### config.mk
export PLATFORM = sky130hd
export DESIGN_NAME = square_qam_gray_demapper
export DESIGN_NICKNAME = d
export VERILOG_FILES = /design/src/sv/sqd_pkg.sv /design/src/sv/sqd_axis_slicer.sv /design/src/sv/sqd_gray_pack.sv /design/src/sv/square_qam_gray_demapper.sv
export SDC_FILE = /design/constraint.sdc
export NUM_CORES = 1
export LEC_CHECK = 0
export BUFFER_PORTS_ARGS = -buffer_cell sky130_fd_sc_hd__buf_2
export CORE_UTILIZATION = 59
export CTS_CLUSTER_SIZE = 8
export DETAILED_ROUTE_END_ITERATION = 7
export PLACE_DENSITY = 0.94
export SLEW_MARGIN = 10
export SYNTH_ARGS = -nofsm -noshare
export SYNTH_HDL_FRONTEND = slang
export SYNTH_SLANG_ARGS = --single-unit
### constraint.sdc
create_clock -name i_clk -period 4.2 [get_ports i_clk]
set_input_delay 0.84 -clock i_clk [delete_from_list [all_inputs] [get_ports i_clk]]
set_output_delay 0.84 -clock i_clk [all_outputs]
set_load 0.02 [all_outputs]
### src/sv/sqd_pkg.sv
// ----------------------------------------------------------------------------
// sqd_pkg
// Shared constants, types and helper functions of the square QAM Gray
// demapper.
// ----------------------------------------------------------------------------
`default_nettype none

package sqd_pkg;

    localparam int SAMPLE_WIDTH    = 16;
    localparam int MAX_AXIS_BITS   = 5;
    localparam int FRAC_BITS       = 8;
    localparam int AB_WIDTH        = 3;
    localparam int AB_RESET        = 2;

    // offset sum must hold a sample plus the largest h << FRAC_BITS, with sign
    localparam int OFS_WIDTH = MAX_AXIS_BITS + FRAC_BITS + 1;
    localparam int T_WIDTH   = ((SAMPLE_WIDTH > OFS_WIDTH) ? SAMPLE_WIDTH : OFS_WIDTH) + 2;
    localparam int UNIT2     = 2 ** (FRAC_BITS + 1);
    localparam int Q_WIDTH   = T_WIDTH - 1 - (FRAC_BITS + 1);

    localparam int SYM_WIDTH  = 2 * MAX_AXIS_BITS;
    localparam int IN_TDATA_W = ((2 * SAMPLE_WIDTH + 7) / 8) * 8;
    localparam int OUT_TDATA_W = ((SYM_WIDTH + 7) / 8) * 8;

    typedef logic [MAX_AXIS_BITS-1:0] t_idx;
    typedef logic [AB_WIDTH-1:0]      t_ab;

    typedef struct packed {
        logic ld_a;
        logic ld_b;
        logic ld_c;
    } t_pipe_ctl;

    // clamp the register value to the supported range of bits per axis
    function automatic t_ab eff_axis_bits(input t_ab ab);
        t_ab res;
        res = ab;
        if (ab < t_ab'(1)) begin
            res = t_ab'(1);
        end else if (ab > t_ab'(MAX_AXIS_BITS)) begin
            res = t_ab'(MAX_AXIS_BITS);
        end
        return res;
    endfunction

    // highest level index h-1
    function automatic t_idx top_index(input t_ab ab);
        logic [MAX_AXIS_BITS:0] h;
        h = (MAX_AXIS_BITS+1)'(1) << ab;
        return t_idx'(h - (MAX_AXIS_BITS+1)'(1));
    endfunction

    function automatic t_idx gray(input t_idx n);
        return n ^ (n >> 1);
    endfunction

endpackage

`default_nettype wire

### src/sv/sqd_axis_slicer.sv
// ----------------------------------------------------------------------------
// sqd_axis_slicer
// Two register stages that slice one axis to the nearest odd level index:
// offset add, then quotient, tie-low rounding and clamp.
// ----------------------------------------------------------------------------
`default_nettype none

module sqd_axis_slicer (
    input  wire logic                                     i_clk,
    input  wire sqd_pkg::t_pipe_ctl                       i_ctl,
    input  wire sqd_pkg::t_ab                             i_axis_bits,
    input  wire logic signed [sqd_pkg::SAMPLE_WIDTH-1:0]  i_sample,
    output sqd_pkg::t_idx                                 o_index
);
    import sqd_pkg::*;

    logic signed [T_WIDTH-1:0] r_t;
    logic signed [T_WIDTH-1:0] n_t;
    t_idx                      r_k;
    t_idx                      n_k;
    logic [T_WIDTH-1:0]        w_ofs;
    logic [Q_WIDTH-1:0]        w_q;
    logic [Q_WIDTH-1:0]        w_qm1;
    t_idx                      w_top;

    // t = x + (h << FRAC_BITS) + UNIT2 - 1
    always_comb begin
        w_ofs = (T_WIDTH'(1) << (FRAC_BITS + int'(i_axis_bits)));
        n_t   = T_WIDTH'(i_sample) + $signed(w_ofs) + $signed(T_WIDTH'(UNIT2 - 1));
    end

    always_ff @(posedge i_clk) begin
        if (i_ctl.ld_a) begin
            r_t <= n_t;
        end
    end

    // k = t / UNIT2 - 1, zero below one step, clamped to h-1
    always_comb begin
        w_top = top_index(i_axis_bits);
        w_q   = r_t[T_WIDTH-2:FRAC_BITS+1];
        w_qm1 = w_q - Q_WIDTH'(1);
        if (r_t < $signed(T_WIDTH'(UNIT2))) begin
            n_k = '0;
        end else if (w_qm1 > Q_WIDTH'(w_top)) begin
            n_k = w_top;
        end else begin
            n_k = t_idx'(w_qm1);
        end
    end

    always_ff @(posedge i_clk) begin
        if (i_ctl.ld_b) begin
            r_k <= n_k;
        end
    end

    assign o_index = r_k;

endmodule

`default_nettype wire

### src/sv/sqd_gray_pack.sv
// ----------------------------------------------------------------------------
// sqd_gray_pack
// Output stage: Gray-codes both level indexes and packs the symbol bits.
// ----------------------------------------------------------------------------
`default_nettype none

module sqd_gray_pack (
    input  wire logic                              i_clk,
    input  wire sqd_pkg::t_pipe_ctl                i_ctl,
    input  wire sqd_pkg::t_ab                      i_axis_bits,
    input  wire sqd_pkg::t_idx                     i_real_index,
    input  wire sqd_pkg::t_idx                     i_imag_index,
    output logic [sqd_pkg::SYM_WIDTH-1:0]          o_symbol_bits
);
    import sqd_pkg::*;

    logic [SYM_WIDTH-1:0] r_sym;
    logic [SYM_WIDTH-1:0] n_sym;

    // imaginary axis is labeled from the top level down
    always_comb begin
        n_sym = (SYM_WIDTH'(gray(i_real_index)) << i_axis_bits)
              | SYM_WIDTH'(gray(top_index(i_axis_bits) - i_imag_index));
    end

    always_ff @(posedge i_clk) begin
        if (i_ctl.ld_c) begin
            r_sym <= n_sym;
        end
    end

    assign o_symbol_bits = r_sym;

endmodule

`default_nettype wire

### src/sv/square_qam_gray_demapper.sv
// ----------------------------------------------------------------------------
// square_qam_gray_demapper
// Hard-decision demapper for square QAM with Gray labeling.
//
// Input stream: one complex sample per request, Q7.8 real part in the low
// half of tdata, imaginary part in the high half. Output stream: the symbol
// bits, Gray(real index) above Gray(h-1-imag index), zero above 2*axis_bits.
// Config channel: writes axis_bits (1..5, others clamp); always ready. Write
// it only while no sample is in flight.
// From input handshake to output valid a sample passes three register
// stages: offset add, quotient and clamp, Gray pack. Throughput is one
// sample per cycle while the output takes results; each stage holds its data
// while the stage after it is full, so an output stall backs up through the
// three stages to the input tready without losing or repeating anything.
// Reset empties the pipeline and sets axis_bits to 2 (16-QAM).
// ----------------------------------------------------------------------------
`default_nettype none

module square_qam_gray_demapper (
    input  wire logic                                i_clk,
    input  wire logic                                i_rst_n,
    // config
    input  wire logic                                i_cfg_valid,
    output logic                                     o_cfg_ready,
    input  wire logic [sqd_pkg::AB_WIDTH-1:0]        i_cfg_data,
    // slave stream
    input  wire logic                                i_s_tvalid,
    output logic                                     o_s_tready,
    input  wire logic [sqd_pkg::IN_TDATA_W-1:0]      i_s_tdata,  // sample_real, sample_imag
    // master stream
    output logic                                     o_m_tvalid,
    input  wire logic                                i_m_tready,
    output logic [sqd_pkg::OUT_TDATA_W-1:0]          o_m_tdata   // symbol_bits, zero pad
);
    import sqd_pkg::*;

    t_ab       r_axis_bits;
    t_ab       w_ab;
    logic      r_vld_a;
    logic      r_vld_b;
    logic      r_vld_c;
    logic      w_rdy_a;
    logic      w_rdy_b;
    logic      w_rdy_c;
    t_pipe_ctl w_ctl;
    t_idx      w_real_index;
    t_idx      w_imag_index;
    logic [SYM_WIDTH-1:0] w_sym;

    assign o_cfg_ready = 1'b1;

    always_ff @(posedge i_clk) begin
        if (!i_rst_n) begin
            r_axis_bits <= t_ab'(AB_RESET);
        end else if (i_cfg_valid) begin
            r_axis_bits <= i_cfg_data;
        end
    end

    assign w_ab = eff_axis_bits(r_axis_bits);

    // a stage takes new data when it is empty or drains this cycle
    assign w_rdy_c = !r_vld_c || i_m_tready;
    assign w_rdy_b = !r_vld_b || w_rdy_c;
    assign w_rdy_a = !r_vld_a || w_rdy_b;

    assign w_ctl.ld_a = w_rdy_a;
    assign w_ctl.ld_b = w_rdy_b;
    assign w_ctl.ld_c = w_rdy_c;

    always_ff @(posedge i_clk) begin
        if (!i_rst_n) begin
            r_vld_a <= 1'b0;
            r_vld_b <= 1'b0;
            r_vld_c <= 1'b0;
        end else begin
            if (w_rdy_a) begin
                r_vld_a <= i_s_tvalid;
            end
            if (w_rdy_b) begin
                r_vld_b <= r_vld_a;
            end
            if (w_rdy_c) begin
                r_vld_c <= r_vld_b;
            end
        end
    end

    sqd_axis_slicer u_real (
        .i_clk       (i_clk),
        .i_ctl       (w_ctl),
        .i_axis_bits (w_ab),
        .i_sample    (i_s_tdata[SAMPLE_WIDTH-1:0]),
        .o_index     (w_real_index)
    );

    sqd_axis_slicer u_imag (
        .i_clk       (i_clk),
        .i_ctl       (w_ctl),
        .i_axis_bits (w_ab),
        .i_sample    (i_s_tdata[2*SAMPLE_WIDTH-1:SAMPLE_WIDTH]),
        .o_index     (w_imag_index)
    );

    sqd_gray_pack u_pack (
        .i_clk         (i_clk),
        .i_ctl         (w_ctl),
        .i_axis_bits   (w_ab),
        .i_real_index  (w_real_index),
        .i_imag_index  (w_imag_index),
        .o_symbol_bits (w_sym)
    );

    assign o_s_tready = w_rdy_a;
    assign o_m_tvalid = r_vld_c;
    assign o_m_tdata  = OUT_TDATA_W'(w_sym);

endmodule

`default_nettype wire

# ---- After elaboration in Yosys (flattened, before gate mapping)
# Cells that the tools add are included.
dict set report word_totals {
  register_bits 62
  inputBits 40
  out_inout_bits 19
  word_cells 40
}
dict set report classes {
  addsub 9
  magnitude_cmp 6
  shift 3
  n_mux 4
  bitwise_logic 3
  n_reduce_logical 6
}
# operator n
set op_table {}
lappend op_table {{16-bit by 18-bit adder with 18-bit output} 2}
lappend op_table {{18-bit by 10-bit adder with 18-bit output (second input constant)} 2}
lappend op_table {{18-bit by 11-bit < comparator with 1-bit output (second input constant)} 2}
lappend op_table {{1-bit by 32-bit << shifter with 18-bit output (first input constant)} 1}
lappend op_table {{8-bit by 5-bit > comparator with 1-bit output} 2}
lappend op_table {{8-bit by 1-bit subtractor with 8-bit output (second input constant)} 2}
lappend op_table {{5-bit two-way mux} 2}
lappend op_table {{10-bit by 5-bit bitwise OR with 10-bit output} 1}
lappend op_table {{5-bit by 3-bit << shifter with 10-bit output} 1}
lappend op_table {{5-bit by 4-bit bitwise XOR with 5-bit output} 2}
lappend op_table {{3-bit two-way mux} 2}
lappend op_table {{4-bit by 3-bit adder with 5-bit output (first input constant)} 1}
lappend op_table {{1-bit by 3-bit << shifter with 5-bit output (first input constant)} 1}
lappend op_table {{5-bit by 1-bit subtractor with 5-bit output (second input constant)} 1}
lappend op_table {{5-bit subtractor} 1}
lappend op_table {{3-bit > comparator (second input constant)} 1}
lappend op_table {{1-bit logical NOT} 3}
lappend op_table {{1-bit logical OR} 3}
lappend op_table {{3-bit by 1-bit < comparator with 1-bit output (second input constant)} 1}

# ---- Logic depth before layout (Yosys ltp)
# Gate-level depths: netlist (run 1).
dict set report depth {
  ltp_word 8
  mapped_depth 12
  depth_no_buf 11
}

# ---- Hierarchy
# A second synthesis (run 1) with hierarchy kept.
dict set report unflattened {
  hier_cells 443
  area_unflattened_um2 4136.5
}
# mod n_inst cells_each area_per_inst_um2 seq_area_each_um2
set modules_own_cells {}
lappend modules_own_cells {{sqd_axis_slicer (u_real)} 1 171 1565.3 420.4}
lappend modules_own_cells {{sqd_axis_slicer (u_imag)} 1 154 1437.6 420.4}
lappend modules_own_cells {sqd_gray_pack 1 84 820.8 300.3}
lappend modules_own_cells {square_qam_gray_demapper 1 34 312.8 120.1}

# ---- Worst setup path after synthesis (run 1)
# Ideal clock, no wire load.
dict set report synth_timing {
  kind {register -> register}
  start {reg r_axis_bits[1]}
  end {reg u_real.r_k[1], in the netlist u_real.o_index[1], data pin}
  setup_ns 0.256
  arrival_ns 2.677
  t_required_ns 3.944
  setup_slack_ns 1.267
  path_stages_with_launch 12
  n_path_buf 1
  cell_sequence {dfxtp_1 clkbuf_1 or2_2 ha_1 xor2_1 inv_1 ha_1 nand2_1 o21a_1 o31ai_1 a21oi_4 o211a_1}
}
dict set report synth_between {
  elab_chain_cells 7
  elab_cells_between_ends 8
}
# element line
set synth_rtl {}
lappend synth_rtl {{start, declared} square_qam_gray_demapper.sv:37} ;# t_ab r_axis_bits;
lappend synth_rtl {{start signal, assigned} square_qam_gray_demapper.sv:54} ;# r_axis_bits <= t_ab'(AB_RESET);
lappend synth_rtl {{start signal, assigned} square_qam_gray_demapper.sv:56} ;# r_axis_bits <= i_cfg_data;
lappend synth_rtl {{3-bit > comparator} sqd_pkg.sv:41} ;# end else if (ab > t_ab'(MAX_AXIS_BITS)) begin
lappend synth_rtl {{3-bit two-way mux} sqd_pkg.sv:41}
lappend synth_rtl {{3-bit two-way mux (*)} sqd_pkg.sv:39} ;# if (ab < t_ab'(1)) begin
lappend synth_rtl {{1-bit by 3-bit << shifter with 5-bit output (*)} sqd_pkg.sv:50} ;# h = (MAX_AXIS_BITS+1)'(1) << ab;
lappend synth_rtl {{5-bit by 1-bit subtractor with 5-bit output (*)} sqd_pkg.sv:51} ;# return t_idx'(h - (MAX_AXIS_BITS+1)'(1));
lappend synth_rtl {{8-bit by 5-bit > comparator with 1-bit output} sqd_axis_slicer.sv:45} ;# end else if (w_qm1 > Q_WIDTH'(w_top)) begin
lappend synth_rtl {{5-bit two-way mux (*)} sqd_axis_slicer.sv:45}
lappend synth_rtl {{end signal, assigned} sqd_axis_slicer.sv:54} ;# r_k <= n_k;
lappend synth_rtl {{end, declared} sqd_axis_slicer.sv:19} ;# t_idx r_k;
# Every way passes the cells marked *; elsewhere a longest branch is shown, timed or not.
# A chain may end at the register's enable or synchronous reset.

# ---- Worst setup path in the final report (run 1)
dict set report layout_timing {
  start {reg r_axis_bits[1]}
  end {reg u_real.r_t[16], data pin}
}
dict set report layout_between {
  elab_chain_cells 7
  elab_cells_between_ends 8
}
# element line
set layout_rtl {}
lappend layout_rtl {{3-bit > comparator} sqd_pkg.sv:41}
lappend layout_rtl {{3-bit two-way mux} sqd_pkg.sv:41}
lappend layout_rtl {{3-bit two-way mux (*)} sqd_pkg.sv:39}
lappend layout_rtl {{4-bit by 3-bit adder with 5-bit output (*)} sqd_axis_slicer.sv:28} ;# w_ofs = (T_WIDTH'(1) << (FRAC_BITS + int'(i_axis_bits)));
lappend layout_rtl {{1-bit by 32-bit << shifter with 18-bit output (*)} sqd_axis_slicer.sv:28}
lappend layout_rtl {{16-bit by 18-bit adder with 18-bit output (*)} sqd_axis_slicer.sv:29} ;# n_t = T_WIDTH'(i_sample) + $signed(w_ofs) + $signed(T_WIDTH'(UNIT2 - 1));
lappend layout_rtl {{18-bit by 10-bit adder with 18-bit output (*)} sqd_axis_slicer.sv:29}
lappend layout_rtl {{named net u_real.n_t[16]} sqd_axis_slicer.sv:18} ;# logic signed [T_WIDTH-1:0] n_t;
lappend layout_rtl {{end signal, assigned} sqd_axis_slicer.sv:34} ;# r_t <= n_t;
lappend layout_rtl {{end, declared} sqd_axis_slicer.sv:17} ;# logic signed [T_WIDTH-1:0] r_t;
# Mark *: on every way through the listed nets, which the timed path passes. The rest lies on a longest branch.

==> results of run 1 <==
[flip-flops by register name (all words and copies together), names as in the netlist]
name	count
u_imag.o_index	5
u_pack.o_symbol_bits	10
r_axis_bits	3
u_imag.r_t	9
r_vld_a	1
u_real.r_t	9
r_vld_b	1
o_m_tvalid	1
u_real.o_index	5
[cell families after synthesis]
logic type | count (synthesis) | synth area share, %
buffers and inverters | 58 | 6.04
adder cells (fa/ha/maj) | 62 | 19.2
multiplexers | 14 | 3.43
other | 2 | 0.184
XOR/XNOR | 39 | 8.74
flip-flops | 44 | 30.9
AO/OA/AOI/OAI | 110 | 17.9
AND/OR/NAND/NOR | 109 | 13.6
[routing by layer]
layer | vias up | GRT usage (%) | part of all wire (%)
li1 | 1674 | - | -
met2 | 109 | 43.6 | 53
met3 | 9 | 3.31 | 4.7
met5 | - | 0 | 0
met1 | 1560 | 25.9 | 42
met4 | 0 | 7.40 | 0.85
[worst max path at each step]
stage                         from  depth (start not counted)  slack, ps                 to
global route        r_axis_bits[1]                         10        840  u_imag.o_index[1]
detailed placement  r_axis_bits[1]                          9       1070     u_real.r_t[16]
global placement      i_s_tdata[9]                          8       1200     u_real.r_t[16]
finish              r_axis_bits[1]                          9        970     u_real.r_t[16]
floorplan           r_axis_bits[1]                         11       1270  u_real.o_index[1]
CTS                 r_axis_bits[1]                          9       1020     u_real.r_t[16]
[cells in the final DEF (no fill, tap or decap), types with 5 or more instances in the layout]
cell and count:
sky130_fd_sc_hd__ha_1 61, sky130_fd_sc_hd__buf_2 51, sky130_fd_sc_hd__inv_1 40, sky130_fd_sc_hd__nand2_1 38
sky130_fd_sc_hd__edfxtp_1 38, sky130_fd_sc_hd__a21oi_1 29, sky130_fd_sc_hd__o21ai_0 25, sky130_fd_sc_hd__nor2_1 21
sky130_fd_sc_hd__xor2_1 21, sky130_fd_sc_hd__conb_1 19, sky130_fd_sc_hd__xnor2_1 17, sky130_fd_sc_hd__mux2i_1 14
sky130_fd_sc_hd__nor3_1 10, sky130_fd_sc_hd__a21o_1 8, sky130_fd_sc_hd__o21a_1 8, sky130_fd_sc_hd__dfxtp_1 6
sky130_fd_sc_hd__o31ai_1 5, sky130_fd_sc_hd__nor2b_1 5, sky130_fd_sc_hd__clkbuf_8 5
[cells in the mapped netlist (3+ instances only)]
master,count,area share [%]
sky130_fd_sc_hd__nand2b_1,4,0.61
sky130_fd_sc_hd__ha_1,61,19
sky130_fd_sc_hd__xor2_1,21,4.5
sky130_fd_sc_hd__nand2_1,38,3.5
sky130_fd_sc_hd__xnor2_1,17,3.6
sky130_fd_sc_hd__a21oi_1,29,3.6
sky130_fd_sc_hd__inv_1,40,3.7
sky130_fd_sc_hd__o211ai_1,3,0.55
sky130_fd_sc_hd__a21o_1,8,1.5
sky130_fd_sc_hd__o21a_1,8,1.5
sky130_fd_sc_hd__a21boi_0,4,0.74
sky130_fd_sc_hd__o21ai_0,25,3.1
sky130_fd_sc_hd__buf_4,7,1.3
sky130_fd_sc_hd__nor2b_1,5,0.77
sky130_fd_sc_hd__nor3_1,10,1.2
sky130_fd_sc_hd__nand4_1,4,0.61
sky130_fd_sc_hd__clkbuf_1,8,0.74
sky130_fd_sc_hd__o211a_1,3,0.74
sky130_fd_sc_hd__a211o_1,3,0.64
sky130_fd_sc_hd__o31ai_1,5,0.92
sky130_fd_sc_hd__nand3_1,3,0.37
sky130_fd_sc_hd__nor2_1,21,1.9
sky130_fd_sc_hd__mux2i_1,14,3.4
sky130_fd_sc_hd__dfxtp_1,6,2.9
sky130_fd_sc_hd__edfxtp_1,38,28
[power groups by stage]
| stage | sequential [mW] | clock [mW] | combinational [mW] |
|---|---|---|---|
| 2_1_floorplan | 0.708 | 0 | 0.617 |
| 3_3_place_gp | 0.681 | 0 | 0.781 |
| 3_5_place_dp | 0.689 | 0 | 0.826 |
| 4_1_cts | 0.680 | 0.253 | 0.831 |
| 5_1_grt | 0.695 | 0.273 | 0.939 |
| 6_report | 0.681 | 0.251 | 0.837 |
[final cells by class]
| type | count | area [µm²] | area share [%] |
|---|---|---|---|
| inverters | 41 | 154 | 3.42 |
| clock inverters | 3 | 13.8 | 0.306 |
| flip-flops and latches | 44 | 1260 | 28.0 |
| clock buffers | 5 | 68.8 | 1.53 |
| repair buffers | 53 | 270 | 6.00 |
| multi-input cells | 353 | 2640 | 58.6 |
| well taps | 77 | 96.3 | 2.14 |
[worst max-delay path, cell delays in order (launching register included)]
cell and delay [ps]:
sky130_fd_sc_hd__dfxtp_1 680, sky130_fd_sc_hd__or2_2 240, sky130_fd_sc_hd__inv_1 110, sky130_fd_sc_hd__ha_1 300, sky130_fd_sc_hd__ha_1 350, sky130_fd_sc_hd__a21o_1 190, sky130_fd_sc_hd__a211oi_2 280, sky130_fd_sc_hd__o22ai_1 180
sky130_fd_sc_hd__or4b_2 660, sky130_fd_sc_hd__nand4_1 100
==> results.txt, run 1 <==
For this run, the total global-route usage over all layers was measured as 22.8%. The core region is 0.00649 mm². The number of antenna diodes in the final layout is 0.

The relative max-transition margin came out at 61.5%. The cell sitting at the root of the clock tree is a sky130_fd_sc_hd__clkbuf_8. The post-placement setup slack is 1070 ps. The number of hold buffers added after CTS is 0. The worst setup skew after layout came out at 8.29 ps. The TritonCTS buffer count is 5. The final hold violation count is 0. The aggregate global routing overflow is 0. The standard cell area after detailed placement came out at 0.00442 mm². At the end of routability-driven placement, the weighted congestion stood at ~0.91. For this block, the via count after detailed routing is around 3400.

The analysis attributes to cell leakage a power of 2.18 nW. For the final routed database, the setup TNS stands at 0 ps. The worst-case register-to-register setup slack is 970 ps.

The max-cap check violation count came out at 0. The routed length per placed instance is 13.9 µm. The checks that failed: DRC. The post-route netlist has 14.4% of its cells at a drive strength greater than 1. Summing all non-filler instances in the final layout gives an area of 0.00450 mm².

The final critical path takes up 77.0% of the cycle. The count of yosys warnings during synthesis came out at 0. After clock tree synthesis, the clock-pin slew on the worst setup and hold paths is approximately 80 ps. The floorplan die width came out at 85.2 µm.

The classification of the worst setup path is flop to flop. The endpoint of the worst-slack reg-to-reg timing path is u_real.r_t[16]. The total routed wirelength is 7990 µm.

The max-slew violation count is 0. The ratio of routed vias to standard cells came out at 5.82. The switching power share of the total came out at 39.1%.

The placed instance count is 568. The I/O pin total came out at 59. The power density over the cells is 393 mW/mm².

The required time of the critical path is 4360 ps. The initial utilization of the core area, before any placement, comes to 62.8%. The post-synthesis cell type count is 62. The number of fillers in the final layout is around 480. The hold-critical path depth is 2. Synthesis produced a netlist whose cell count is 438. The type of element capturing the critical path is a flop. The proportion of register bits with asynchronous set or reset after synthesis is 0%.

The sequential fraction of design power is 38.5%. Entering global routing, the biggest net connects 21 pins. The worst vdd rail ir drop is 0.145 mV. The number of synthesized flops with an enable pin came out at 38.

The run finished, with violations left. The CTS tree is done. The path with the worst hold slack has its endpoint at r_vld_b.

The number of antenna violations at the first check in global routing is 0. The worst hold path begins at r_vld_a. Data on the critical path arrives at its endpoint at 3390 ps. The final setup violation count came out at 0. The post-route antenna net violation count is 0. The count of TritonRoute iterations in the first routing pass came out at 6. At the pin with the least slew margin, the transition time is 575 ps.

The count of cells along the worst register-to-register path came out at 9. The design internal power came out at 1.08 mW. The number of design-rule violations left by the first detailed-router iteration is 151. The post-route core utilization is 69.3%. The number of cell rows is 29. The post-cts repair resize count is 0.

The launch point of the worst reg-to-reg path is r_axis_bits[1]. The min-delay analysis places its worst path in the category flop to flop. The floorplan die height came out at 85.2 µm. The maximum operating frequency is 309 MHz. Setup repair after global routing left no endpoint under its margin. After the last flow step, the layout net total stands at 600.

The smallest hold slack is 502 ps. The global-route wire length before repair is 13300 µm. CTS saw 44 sinks.

After legalization and detailed placement, the total HPWL measured between 6000 and 7000 µm. The number of input and output port buffers inserted came out at slightly above 50. The worst setup path is launched from a flop. The share of power burned in combinational logic came out at 47.3%.

The clock tree buffer depth came out at 2. The proportion of power drawn by the clock network is around 14%. The area growth from synthesis to final layout is 10.3%. The maximum level of the CTS H-tree came out at 2. The cell area after synthesis came out at about 0.0041 mm². The via count of the first global-routing pass came out at 3134. For this run, the number of standard cells in the final layout without fillers is around 580. Setup slack on the critical path of the routed design comes to 966 ps.

The average instance area after synthesis came out at 9.32 µm². Synthesis inferred 44 register bits. The overall power of the completed layout came out at 1.77 mW. The post-CTS repair timing setup buffer count came out at 0.

The clock insertion delay at the later pin of the skew report came out at 300 ps. For this run, design rule violations remaining after detail routing come to 1. The area enclosed by the die boundary came out at 0.00725 mm².

Among all flip-flop cells after synthesis, the most frequent one is sky130_fd_sc_hd__edfxtp_1. The time the final worst path needs with I/O delays and setup came out at 3230 ps. The net switching component of the power is roughly 0.69 mW. In this run the worst path has a maximum fanout of 15. For this run, the register share of the synthesized area comes to 30.9%.
Note: power is estimated with default switching activity, not from simulation.
==> run 2: changes to the inputs <==
- ABC_AREA: not set -> 1
- CORE_UTILIZATION: 59 -> 60
- clock period: 4.2 -> 3.15 ns (I/O delays scaled with it)
==> run 2 against run 1 <==
Compared with the run above:
- the run now ends clean
- highest routed layer unchanged
- count of clock-buffer cells in the layout is the same
- critical endpoint is now u_real.r_t[15]
- sequential share of layout area shrank 3.1 points
- critical path type unchanged
- non-clock buffer count decreased by 1
- clock skew rose by 4.1 ps
- die area up 8.7%
==> results.txt, run 2 <==
The flow ran to the end, and the final reports show no timing, DRC or antenna violations. The clock sink total came out at 44 (unchanged). The simple-gate share of the synthesized area is 27.2% (+14 points). The post-synthesis cell type count came out at 39 (-37%). The highest fanout seen on the critical path is 13 (-2). The compound-gate portion of the synthesized area is 12.0% (-5.8 points). The hold-critical path depth came out at 2 (unchanged). The CTS root buffer is sky130_fd_sc_hd__clkbuf_8. In the layout the commonest cells are sky130_fd_sc_hd__nand2_1 (166), sky130_fd_sc_hd__inv_1 (115), sky130_fd_sc_hd__ha_1 (61). The library cell used most frequently in the layout, excluding fill and tap cells, is sky130_fd_sc_hd__nand2_1.

The mux contribution to synthesized area came out at 0% (-3.4 points). The placeable core area was 0.00725 mm² (+12%). The number of instances in the synthesized netlist came out at 639 (+46%). The via count of the first global-routing pass came out at 4209 (+34%). The total vias in the final route is 4308 (+29%). The required time of the critical path came to 3210 ps (-1150 ps). The floorplan die width was 88.8 µm (+4.3%).

The final setup violation count is 0 (unchanged). The antenna cell count was 0 (unchanged). The most common cell in the netlist is sky130_fd_sc_hd__nand2_1. The number of flip-flops in the largest register was 10 (unchanged). The number of hold buffers added after CTS was 0 (unchanged).

The area growth from synthesis to final layout is 11.9%. The overall power of the completed layout is 2.85 mW (+61%). The most used cell along the critical path is sky130_fd_sc_hd__nand2_1. The number of input and output port buffers inserted came out at 51 (unchanged). The power density over the cells was 564 mW/mm² (+43%). The TritonCTS buffer count is 5 (unchanged). The CTS tree is done.

The flip-flop and latch count after synthesis is 44 (unchanged). The clock insertion delay at the later pin of the skew report was 310 ps (about the same). The critical path goes through inv_4 > nand2_2 > nand3_2 > nand2_1 > nor2_1 > ha_1 > ha_1 > nand2_1 > nor4_1 > o21ai_0 > nand3_1 > nand2_1.

The cell area after synthesis came out at 0.00452 mm² (+11%). The delay of the slowest cell on the worst path was 410 ps (-270 ps). By count the netlist is led by sky130_fd_sc_hd__nand2_1 (166), sky130_fd_sc_hd__inv_1 (115), sky130_fd_sc_hd__ha_1 (61).

The global-route wire length before repair came to 16500 µm (+25%). The maximum level of the CTS H-tree came out at 2 (unchanged). The number of fillers in the final layout came out at 627 (+31%). Setup repair after global routing left no endpoint under its margin. The routed length per placed instance is 12.0 µm (-14%). The setup TNS came out at 0 ps (unchanged).

The data arrival time of the worst path came out at 2890 ps (-500 ps). STA classifies the critical path startpoint as a flop. The post-CTS repair timing setup buffer count is 0 (unchanged). The residual DRC count is 0 (-1). The average instance area after synthesis is 7.07 µm² (-24%).

The post-route antenna net violation count is 0 (unchanged). The period utilization came out at 89.8% (+13 points). The I/O pin total came out at 59 (unchanged). The largest family of logic cells by synthesized area is simple AND/OR/NAND/NOR gates. The number of antenna violations at the first check in global routing is 0 (unchanged).

For this run, the leading register cell type out of synthesis is sky130_fd_sc_hd__edfxtp_1. The startpoint identified for the worst hold timing path is r_vld_b. The HPWL reported at the end of detailed placement came out at 8080 µm (+24%). The floorplan die height is 88.8 µm (+4.3%).

The count of yosys warnings during synthesis is 0 (unchanged). The aggregate global routing overflow came out at 0 (unchanged). The area share of the largest cell type after synthesis came to 25.2% (-2.7 points). The net count of the finished layout was 807 (+35%).

The number of design-rule violations left by the first detailed-router iteration is 199 (+32%). The number of cell rows is 31 (+6.9%). The multi-input logic area came out at 0.00279 mm² (+5.9%).

The number of buffer and inverter stages on the critical path came out at 1 (unchanged). The xor and xnor fraction of the mapped netlist area is 3.65% (-5.1 points). By area the synthesized netlist is led by sky130_fd_sc_hd__edfxtp_1 (25%), sky130_fd_sc_hd__ha_1 (17%), sky130_fd_sc_hd__nand2_1 (14%), sky130_fd_sc_hd__inv_1 (9.5%), sky130_fd_sc_hd__a21oi_1 (5.6%). The biggest area consumer among synthesized cells is sky130_fd_sc_hd__edfxtp_1. The flip-flop and latch area was 0.00126 mm² (unchanged).

The total routed wirelength came out at 9640 µm (+21%). The clock tree buffer depth came out at 2 (unchanged). The worst-case register-to-register setup slack came out at 320 ps (-640 ps). The post-CTS clock slew at the launch and capture registers of the worst setup and hold paths came out at 90 ps (about the same). The worst setup skew after layout is 12.4 ps (+4.09 ps).

The effective utilization at floorplan is 62.3% (-0.49 points). By startpoint and endpoint, the worst setup path is classified as flop to flop. The fraction of layout instances using a drive strength above 1 is 11.8% (-2.7 points).

The maximum operating frequency came out at 354 MHz (+14%). The critical path's top delay family is simple AND/OR/NAND/NOR gates. In this run the worst hold path is classified as flop to flop. The routability congestion estimate came out at 0.972 (+6.6%). The destination of the worst hold path is o_m_tvalid. The ratio of routed vias to standard cells is 5.35 (-8.0%). The number of synthesized flops with an enable pin came out at 38 (unchanged). The pin count of the biggest net entering global routing came out at 20 (-4.8%). The count of TritonRoute iterations in the first routing pass is 5 (-1). The area share of fa/ha/maj cells after synthesis is 17.3% (-1.9 points).

The startpoint identified for the worst register-to-register timing path is r_axis_bits[2]. The worst vdd rail ir drop came to 0.244 mV (+68%). The final hold violation count is 0 (unchanged). On the critical path, the stage with the largest delay is an instance of sky130_fd_sc_hd__dfxtp_1. The combined global-route utilization of all metal layers came out at 26.7% (+3.9 points). The worst setup path is captured at a flop.

The endpoint of the worst-slack reg-to-reg timing path is u_real.r_t[15]. The area enclosed by the die boundary is 0.00789 mm² (+8.7%). The proportion of synthesized chip area in sequential cells is 27.9% (-3.0 points). The proportion of register bits with asynchronous set or reset after synthesis is 0% (unchanged). The static leakage was 2.84 nW (+30%). The post-cts repair resize count came to 0 (unchanged).

The max-slew violation count is 0 (unchanged). The count of cells along the worst register-to-register path is 12 (+3). The time the final worst path needs with I/O delays and setup is 2830 ps (-406 ps). The max-cap check violation count came to 0 (unchanged).
==> run 2: cell types whose count changed after synthesis, moves of 9 or more <==
cell,delta
sky130_fd_sc_hd__inv_1,+75
sky130_fd_sc_hd__mux2i_1,-14
sky130_fd_sc_hd__nor2_1,+22
sky130_fd_sc_hd__nand3_1,+32
sky130_fd_sc_hd__xor2_1,-9
sky130_fd_sc_hd__nand2_1,+128
sky130_fd_sc_hd__xnor2_1,-12
sky130_fd_sc_hd__a21oi_1,+22
==> run 2: per-stage QoR <==
stage / hold slack [ps] / utilization (%) / instances / setup slack, ps / instance area [µm²]
4_1_cts: 471 / 69.7 / 805 / 321 / 5060
6_report: 466 / 69.7 / 805 / 322 / 5060
3_5_place_dp: 459 / 67.6 / 797 / 339 / 4900
5_1_grt: 489 / 69.7 / 805 / 31.3 / 5060
2_1_floorplan: 434 / - / 656 / 856 / 4580
3_3_place_gp: 448 / 67.6 / 797 / 441 / 4900
==> run 2: power breakdown <==
group	internal, mW	switching (mW)	total [mW]
Combinational	0.498	0.872	1.37
Sequential	0.806	0.0785	0.885
Clock	0.397	0.200	0.597
Total	1.70	1.15	2.85
==> run 2: metal layers <==
metal  track usage [%]  part of all wire, %
met4              11.6                  3.0
met1              28.7                   40
met3              2.99                  5.0
met2              52.3                   52
met5                 0                    0
==> run 2: final cells by class <==
type	count	share of cell area, %
Clock buffer	5	1.36
Clock inverter	3	1.78
Inverter	121	9.08
Multi-Input combinational cell	481	55.2
Sequential cell	44	24.9
Tap cell	99	2.45
Timing Repair Buffer	52	5.19
==> run 2: worst max-delay path by stage <==
stage	from	cells after the start	slack, ps	end
after CTS	r_axis_bits[2]	12	320	u_real.r_t[15]
after global placement	r_axis_bits[2]	12	440	u_real.r_t[15]
after floorplan	r_axis_bits[2]	12	860	u_real.r_t[17]
after detailed placement	r_axis_bits[2]	12	340	u_real.r_t[15]
final	r_axis_bits[2]	12	320	u_real.r_t[15]
after global routing	r_axis_bits[2]	12	30	u_real.r_t[15]
==> run 2: cells by family (layout without fill, tap and decap cells) <==
group           Yosys count  in the layout
flops                    44             44
compound gates          100            100
fa+ha+maj                62             62
buf+inv                 131            181
other cells               2             19
xor+xnor                 18             18
simple gates            282            282
==> run 2: worst register-to-register path: stages (launching register included) <==
cell	delay [ps]
sky130_fd_sc_hd__dfxtp_1	410
sky130_fd_sc_hd__inv_4	180
sky130_fd_sc_hd__nand2_2	120
sky130_fd_sc_hd__nand3_2	160
sky130_fd_sc_hd__nand2_1	90
sky130_fd_sc_hd__nor2_1	220
sky130_fd_sc_hd__ha_1	290
sky130_fd_sc_hd__ha_1	370
sky130_fd_sc_hd__nand2_1	140
sky130_fd_sc_hd__nor4_1	280
sky130_fd_sc_hd__o21ai_0	170
sky130_fd_sc_hd__nand3_1	100
sky130_fd_sc_hd__nand2_1	50
==> run 3: changes to the inputs <==
- CELL_PAD_IN_SITES_DETAIL_PLACEMENT: not set -> 0
- CELL_PAD_IN_SITES_GLOBAL_PLACEMENT: not set -> 1
- CORE_UTILIZATION: 60 -> 28
- PLACE_DENSITY: 0.94 -> 0.69
==> run 3 against run 2 <==
Compared with the run above:
- critical path depth is 1 higher
- count of clock-buffer cells in the layout stayed put
- wire length is 2.6% higher
- sequential share of layout area is 0.74 points lower
- non-clock buffer count stayed put
- sequential cell count stayed put
- global-route usage is 14 points lower
- worst setup slack better by 32 ps
- die area is 110% higher
- total power is 2.3% lower
- first-iteration DRC count is 21% lower
- largest power group unchanged
==> results.txt, run 3 (same netlist as run 2, synthesis figures left out) <==
The clock insertion delay at the later pin of the skew report is 280 ps (-30 ps). The number of design-rule violations left by the first detailed-router iteration came to 157 (-21%). The placeable core area is 0.0158 mm² (+120%). The setup TNS is 0 ps (unchanged). The flow ran to the end, and the final reports show no timing, DRC or antenna violations. The total routed wirelength was 9890 µm (+2.6%).

The met1 wire length came to 5140 µm (+32%). The number of hold buffers added after CTS was 0 (unchanged). The number of input and output port buffers inserted is 51 (unchanged). The time the final worst path needs with I/O delays and setup came out at 2800 ps (-32.0 ps).

The number of fillers in the final layout came out at 1737 (+180%). STA classifies the critical path endpoint as a flop. The fraction of layout instances using a drive strength above 1 is 11.8% (unchanged). The clock tree buffer depth came out at 2 (unchanged). The hold-critical path depth is 2 (unchanged). The critical path is of the flop to flop type. The post-cts repair resize count came out at 0 (unchanged).

STA classifies the critical path startpoint as a flop. The total non-filler cell area in the finished layout came to 0.00521 mm² (+3.1%). The total vias in the final route came out at 3960 (-8.1%). The worst vdd rail ir drop is 0.229 mV (-6.2%). The ratio of routed vias to standard cells came out at 4.30 (-20%). The HPWL reported at the end of detailed placement was 8600 µm (+6.4%). The TritonCTS buffer count is 5 (unchanged). The via count of the first global-routing pass was 3814 (-9.4%). The flip-flop and latch area came out at 0.00126 mm² (unchanged). The worst setup skew after layout came out at 4.39 ps (-8.00 ps). The floorplan die height is 129 µm (+45%). Setup repair after global routing left no endpoint under its margin.

The net count of the finished layout came out at 807 (unchanged). The antenna cell count came to 0 (unchanged). TritonCTS built the clock tree. The amount of wire on met2 after detailed routing came out at 4430 µm (-11%). The final setup violation count is 0 (unchanged). The multi-input logic area is 0.00279 mm² (unchanged). The count of TritonRoute iterations in the first routing pass was 4 (-1). The I/O pin total is 59 (unchanged). The data arrival time of the worst path is 2840 ps (-50 ps).

The routed length per placed instance is 10.7 µm (-10%). The residual DRC count is 0 (unchanged). The highest layer touched by signal routing is met4. The count of cells along the worst register-to-register path came out at 13 (+1). The number of cell rows came out at 46 (+48%). The aggregate global routing overflow is 0 (unchanged). The maximum operating frequency is 358 MHz (+1.1%).

The period utilization is 88.8% (-1.0 points). The highest fanout seen on the critical path came out at 13 (unchanged). The cell sitting at the root of the clock tree is a sky130_fd_sc_hd__clkbuf_16.

The routability congestion estimate is 0.865 (-11%). The max-cap check violation count was 0 (unchanged). In the layout the commonest cells are sky130_fd_sc_hd__nand2_1 (166), sky130_fd_sc_hd__inv_1 (115), sky130_fd_sc_hd__ha_1 (61). The global-route wire length before repair was 17000 µm (+2.5%). The number of flip-flops in the largest register is 10 (unchanged). The area enclosed by the die boundary was 0.0167 mm² (+110%). The pin count of the biggest net entering global routing is 20 (unchanged). The combined global-route utilization of all metal layers is 12.6% (-14 points). The effective utilization at floorplan came to 28.6% (-34 points).

The post-CTS repair timing setup buffer count came out at 0 (unchanged). The wire length on met3 came to 283 µm (-41%). The post-CTS clock slew at the launch and capture registers of the worst setup and hold paths came out at 60 ps (-30 ps).

The floorplan die width is 129 µm (+45%). The required time of the critical path came out at 3190 ps (-20 ps). The most common library cell in the layout ignoring fill and taps is sky130_fd_sc_hd__nand2_1.

The path category of the worst min-delay check is flop to flop. The standard cell area after detailed placement is 0.00505 mm² (+3.0%). The final hold violation count came out at 0 (unchanged). The area growth from synthesis to final layout is 15.3%.

The number of antenna violations at the first check in global routing came out at 0 (unchanged). The max-slew violation count is 0 (unchanged). The post-route antenna net violation count came out at 0 (unchanged).

The power density over the cells is 535 mW/mm² (-5.2%). The clock sink total came out at 44 (unchanged). The static leakage is 2.84 nW (about the same). The maximum level of the CTS H-tree came out at 2 (unchanged).
[run 3: worst paths after layout]
| kind | from | endpoint | slack [ps] |
|---|---|---|---|
| setup / recovery | r_axis_bits[2] | u_real.r_t[14] | 350 |
| hold / removal | r_vld_b | o_m_tvalid | 460 |
| setup reg to reg | r_axis_bits[2] | u_real.r_t[14] | 350 |
| hold reg to reg | r_vld_b | o_m_tvalid | 460 |
[run 3: where the power goes]
group | switching, mW | total [mW] | internal, mW
Clock | 0.216 | 0.589 | 0.372
Sequential | 0.0748 | 0.882 | 0.807
Combinational | 0.826 | 1.32 | 0.491
[run 3: layout make-up]
class                   count  area share [%]
repair buffers             52            5.04
well taps                 216            5.18
clock inverters             3           0.816
multi-input cells         481            53.6
clock buffers               5            2.40
inverters                 121            8.81
flip-flops and latches     44            24.2
[run 3: critical path, stage by stage, from the launching register on]
cell and delay (ps):
sky130_fd_sc_hd__dfxtp_1 490, sky130_fd_sc_hd__inv_4 140, sky130_fd_sc_hd__nand2_2 150, sky130_fd_sc_hd__nand3_2 170, sky130_fd_sc_hd__nand2_1 140, sky130_fd_sc_hd__nor2_1 90, sky130_fd_sc_hd__ha_1 280, sky130_fd_sc_hd__ha_1 370
sky130_fd_sc_hd__a21oi_1 250, sky130_fd_sc_hd__o21ai_0 120, sky130_fd_sc_hd__a21oi_1 180, sky130_fd_sc_hd__nand2_1 70, sky130_fd_sc_hd__nand2_1 50, sky130_fd_sc_hd__nand2_1 50
[run 3: layer usage]
metal | global-route usage, % | vias to the layer above
li1 | - | 2185
met1 | 17.0 | 1712
met2 | 21.7 | 61
met3 | 1.69 | 2
met4 | 1.87 | 0
met5 | 0 | -
[run 3: per-stage QoR]
| step | cells | power (mW) | setup WS [ps] | hold slack, ps | util, % |
|---|---|---|---|---|---|
| 6_report | 922 | 2.79 | 354 | 458 | 32.9 |
| 5_1_grt | 922 | 3.05 | 41.3 | 475 | 32.9 |
| 4_1_cts | 922 | 2.82 | 337 | 457 | 32.9 |
| 3_5_place_dp | 914 | 2.23 | 339 | 446 | 31.9 |
| 3_3_place_gp | 914 | 2.22 | 359 | 444 | 31.9 |
| 2_1_floorplan | 656 | 1.93 | 856 | 434 | - |
